===== src/rtl/core/ik1_div.sv =====
module ik1_div #(
  parameter int NUM_W  = 8,
  parameter int DEN_W  = 8,
  parameter int QUO_W  = 4,
  parameter int SIDE_W = 1
) (
  input  logic              clk,
  input  logic              rst,
  input  logic              in_valid,
  input  logic [NUM_W-1:0]  num,
  input  logic [DEN_W-1:0]  den,
  input  logic [SIDE_W-1:0] in_side,
  output logic              out_valid,
  output logic [QUO_W-1:0]  quo,
  output logic [SIDE_W-1:0] out_side
);

  localparam int CW = (NUM_W > DEN_W) ? NUM_W : DEN_W;

  logic [QUO_W-1:0]  vld;
  logic [NUM_W-1:0]  rem    [QUO_W];
  logic [DEN_W-1:0]  den_s  [QUO_W];
  logic [QUO_W-1:0]  quo_s  [QUO_W];
  logic [SIDE_W-1:0] side_s [QUO_W];

  logic [NUM_W-1:0]  rem_in   [QUO_W];
  logic [DEN_W-1:0]  den_in   [QUO_W];
  logic [QUO_W-1:0]  quo_in   [QUO_W];
  logic [NUM_W-1:0]  rem_next [QUO_W];
  logic [QUO_W-1:0]  quo_next [QUO_W];

  always_comb begin
    rem_in[0] = num;
    den_in[0] = den;
    quo_in[0] = '0;
    for (int s = 1; s < QUO_W; s++) begin
      rem_in[s] = rem[s-1];
      den_in[s] = den_s[s-1];
      quo_in[s] = quo_s[s-1];
    end
    for (int s = 0; s < QUO_W; s++) begin
      rem_next[s] = rem_in[s];
      quo_next[s] = quo_in[s];
      if ((CW'(rem_in[s]) >> (QUO_W - 1 - s)) >= CW'(den_in[s])) begin
        rem_next[s] = rem_in[s] - NUM_W'(CW'(den_in[s]) << (QUO_W - 1 - s));
        quo_next[s][QUO_W-1-s] = 1'b1;
      end
    end
  end

  always_ff @(posedge clk) begin
    if (rst) begin
      vld <= '0;
    end else begin
      vld <= {vld[QUO_W-2:0], in_valid};
    end
  end

  always_ff @(posedge clk) begin
    side_s[0] <= in_side;
    for (int s = 0; s < QUO_W; s++) begin
      rem[s]   <= rem_next[s];
      den_s[s] <= den_in[s];
      quo_s[s] <= quo_next[s];
    end
    for (int s = 1; s < QUO_W; s++) begin
      side_s[s] <= side_s[s-1];
    end
  end

  assign out_valid = vld[QUO_W-1];
  assign quo       = quo_s[QUO_W-1];
  assign out_side  = side_s[QUO_W-1];

endmodule


===== config.mk =====
export PLATFORM = sky130hd
export DESIGN_NAME = ik1_div
export DESIGN_NICKNAME = d
export VERILOG_FILES = /design/src/rtl/core/ik1_div.sv
export SDC_FILE = /design/constraint.sdc
export NUM_CORES = 1
export LEC_CHECK = 0
export BUFFER_PORTS_ARGS = -buffer_cell sky130_fd_sc_hd__buf_2
export CORE_ASPECT_RATIO = 0.7
export CORE_MARGIN = 2
export CORE_UTILIZATION = 25
export CTS_CLUSTER_SIZE = 12
export DETAILED_ROUTE_END_ITERATION = 8
export MAX_ROUTING_LAYER = met4
export PLACE_DENSITY_LB_ADDON = 0.08
export SLEW_MARGIN = 20
export SYNTH_ARGS = -nofsm -noshare
export SYNTH_HDL_FRONTEND = slang
export SYNTH_SLANG_ARGS = --single-unit

===== constraint.sdc =====
create_clock -name clk -period 2.4 [get_ports clk]
set_input_delay 0.12 -clock clk [delete_from_list [all_inputs] [get_ports clk]]
set_output_delay 0.12 -clock clk [all_outputs]
set_load 0.01 [all_outputs]

==> flow_summary.yaml <==
status:
  status: "complete, no violations"
timing:
  setup_violations: 0
  min_period_ns: 2.147
  slew_violations: 0
  finalHoldViolCount: 0
  tightest_slew_ns: 0.3722
  slew_headroom_pct: 75.19
  rsz0062_at_grt: "no"
  whs_ns: 0.01753
  timing.clock.skew_ns: 0.005727
  fmax_mhz: 465.8
  fin_crit_sh_pct: 89.44
  setup_tns_ns: 0
route:
  dr_wl_met2_um: 1785
  dr.pass1.iters: 4
  num_vias: 1615
  drc_errors: 0
  first_iter_violations: 66
  antenna_left: 0
  via_per_inst: 3.901
  drt-total-wl_um: 4570
  routedWlPerCell_um: 11.04
  route.met3.wl_um: 177
  wl_met1_um: 2556
  highest_layer: "met4"
synth:
  syn_nets: 281
  ys_seq_area_share_pct: 51.54
  syn_area_um2: 2564
  synthFlopType: "dfxtp_1"
  synth_cell_types: 39
  synth-simple-area-share_pct: 8.150
  syn-instance-count: 232
  synth_seq_cells: 66
  syn_area_per_cell_um2: 11.05
  synth-xor-area-share_pct: 2.050
  synth.area.mux_share_pct: 8.394
  synthArstFlopShare_pct: 0
  synth_top_family_by_area: "adder cells"
  synth-edff-count: 0
  synth-compound-area-share_pct: 9.224
  yosysWarnings: 0
  synthAdderAreaFrac_pct: 15.03
floorplanning:
  start_util_pct: 26.07
  rows: 30
  die_h_um: 88.73
  io_pins: 26
  die_area_um2: 11090
  coreArea_um2: 9834
  die_width_um: 125.0
power:
  p_switching_uw: 691.0
  p_clk_share_pct: 45.8
  combPwrFrac_pct: 13.6
  p_sw_share_pct: 22.87
  p_per_area_nw_per_um2: 915.0
  seq_power_share_pct: 40.6
  p_leak_nw: 1.586
  p_int_mw: 2.330
  vdd_ir_drop_max_mv: 0.3008
layout:
  n_antenna_cell: 0
  fillers: 1014
  nets: 330
  area_growth_pct: 28.79
  drive_gt1_share_pct: 19.58
cts:
  clk_path_buf_depth: 2
  clock_sinks: 66
  cts_root_buf: "clkbuf_16"
  cts_tree: "built"
  clk_pin_slew_ns: 0.05
  cts_resized: 0
  cts_made_buffers: 9
  clock_latency_ns: 0.33
  cts.htree.levels: 3
  post_cts_buffers: 0
  cts_hold_buf: 13
setup_path:
  startpoint_type: "flip-flop"
  end_kind: "flip-flop"
  critPathMaxFanout: 8
  arrival_ns: 2.36
  worst_ep_required_time_ns: 2.61
  criticalPathCategory: "reg -> reg"
place:
  gp_congestion: 0.7238
  port_buffers: 25
  hpwl_um: 3496
hold_path:
  hp-class: "in -> reg"
global_route:
  track_usage_pct: 9.502
  grt_pass1_vias: 1602
  grt_pass1_wl_um: 7624
  gr-total-overflow: 0
  grt_max_degree: 12
  antenna_found_initial: 0
job:
  cap_violations: 0
[cells in the final DEF, fill, tap and decap left out, types with 3 or more instances in the layout]
cell type      synthesis  layout
nand2b_1               4       4
o21ai_0                8       8
xnor2_1                4       4
clkbuf_16              0       9
inv_1                 37      37
nor2b_1                8       8
buf_2                  1      25
nand2_1                4       4
mux2_2                12      12
dlygate4sd3_1          0      13
mux2i_1                8       8
dfxtp_1               66      66
a21oi_1                9       9
fa_1                   3       3
ha_1                  26      26
nor2_1                11      11
[final cells by class]
class / instances / area [µm²] / share of cell area (%)
Clock buffer: 11 / 242.7 / 7.351
Clock inverter: 5 / 77.57 / 2.349
Inverter: 37 / 138.9 / 4.206
Multi-Input combinational cell: 128 / 1099 / 33.27
Sequential cell: 66 / 1321 / 40.02
Tap cell: 128 / 160.2 / 4.850
Timing Repair Buffer: 39 / 262.8 / 7.958
[critical path, cell delays in order, from the launching register on]
cell	delay (ns)
dfxtp_1	0.30
inv_1	0.04
ha_1	0.20
fa_1	0.39
nand2b_1	0.17
a21oi_1	0.18
a41oi_1	0.07
o22a_1	0.34
mux2_2	0.33
[cell families (layout without fill, tap and decap cells)]
family                     Yosys count  after routing
muxes                               20             20
buffers and inverters               38             92
AOI/OAI and AO/OA                   34             34
DFF                                 66             66
xor gates and xnor gates             6              6
adders and majority gates           29             29
and+or+nand+nor                     39             39
[cells in the mapped netlist (4+ instances only)]
library cell / count / area share (%)
dfxtp_1: 66 / 52
inv_1: 37 / 5.4
ha_1: 26 / 13
mux2_2: 12 / 5.3
nor2_1: 11 / 1.6
a21oi_1: 9 / 1.8
mux2i_1: 8 / 3.1
nor2b_1: 8 / 2.0
o21ai_0: 8 / 1.6
nand2_1: 4 / 0.59
nand2b_1: 4 / 0.98
xnor2_1: 4 / 1.4
[power by group through the flow]
stage | clock [mW] | combinational, mW | sequential, mW
final | 1.38 | 0.411 | 1.23
after global placement | 0 | 0.397 | 1.25
after global routing | 1.48 | 0.467 | 1.24
after floorplan | 0 | 0.297 | 1.24
after detailed placement | 0 | 0.393 | 1.25
after CTS | 1.43 | 0.414 | 1.23
[worst paths after layout]
check | from | end | slack, ns | cells after the start
setup / recovery | rem[1][1]$_DFF_P_ | rem[2][7]$_DFF_P_ | 0.25 | 8
hold / removal | in_valid | vld[0]$_SDFF_PP0_ | 0.02 | 2
setup reg to reg | rem[1][1]$_DFF_P_ | rem[2][7]$_DFF_P_ | 0.25 | 8
hold reg to reg | rem[1][0]$_DFF_P_ | rem[2][0]$_DFF_P_ | 0.32 | 0
[registers in the layout (all words and copies together) (netlist names)]
register and cells:
den_s 24, quo_s 10, rem 24, side_s 4
vld 4
[per-layer routing]
| layer | global-route usage [%] | vias to the layer above |
|---|---|---|
| met4 | 4.848 | 0 |
| met5 | - | - |
| met2 | 12.25 | 31 |
| li1 | - | 876 |
| met3 | 4.172 | 4 |
| met1 | 12.39 | 704 |
[per-stage QoR]
step	std cells	cell area (µm²)	total power, mW	utilization (%)	setup slack [ns]
floorplan	232	2564	1.537	-	0.4054
global placement	385	2851	1.651	28.99	0.2914
detailed placement	385	2851	1.645	28.99	0.2651
CTS	414	3302	3.075	33.58	0.2519
global route	414	3302	3.188	33.58	0.1064
finish	414	3302	3.021	33.58	0.2533
No activity file was read; power rests on OpenSTA's default activity.
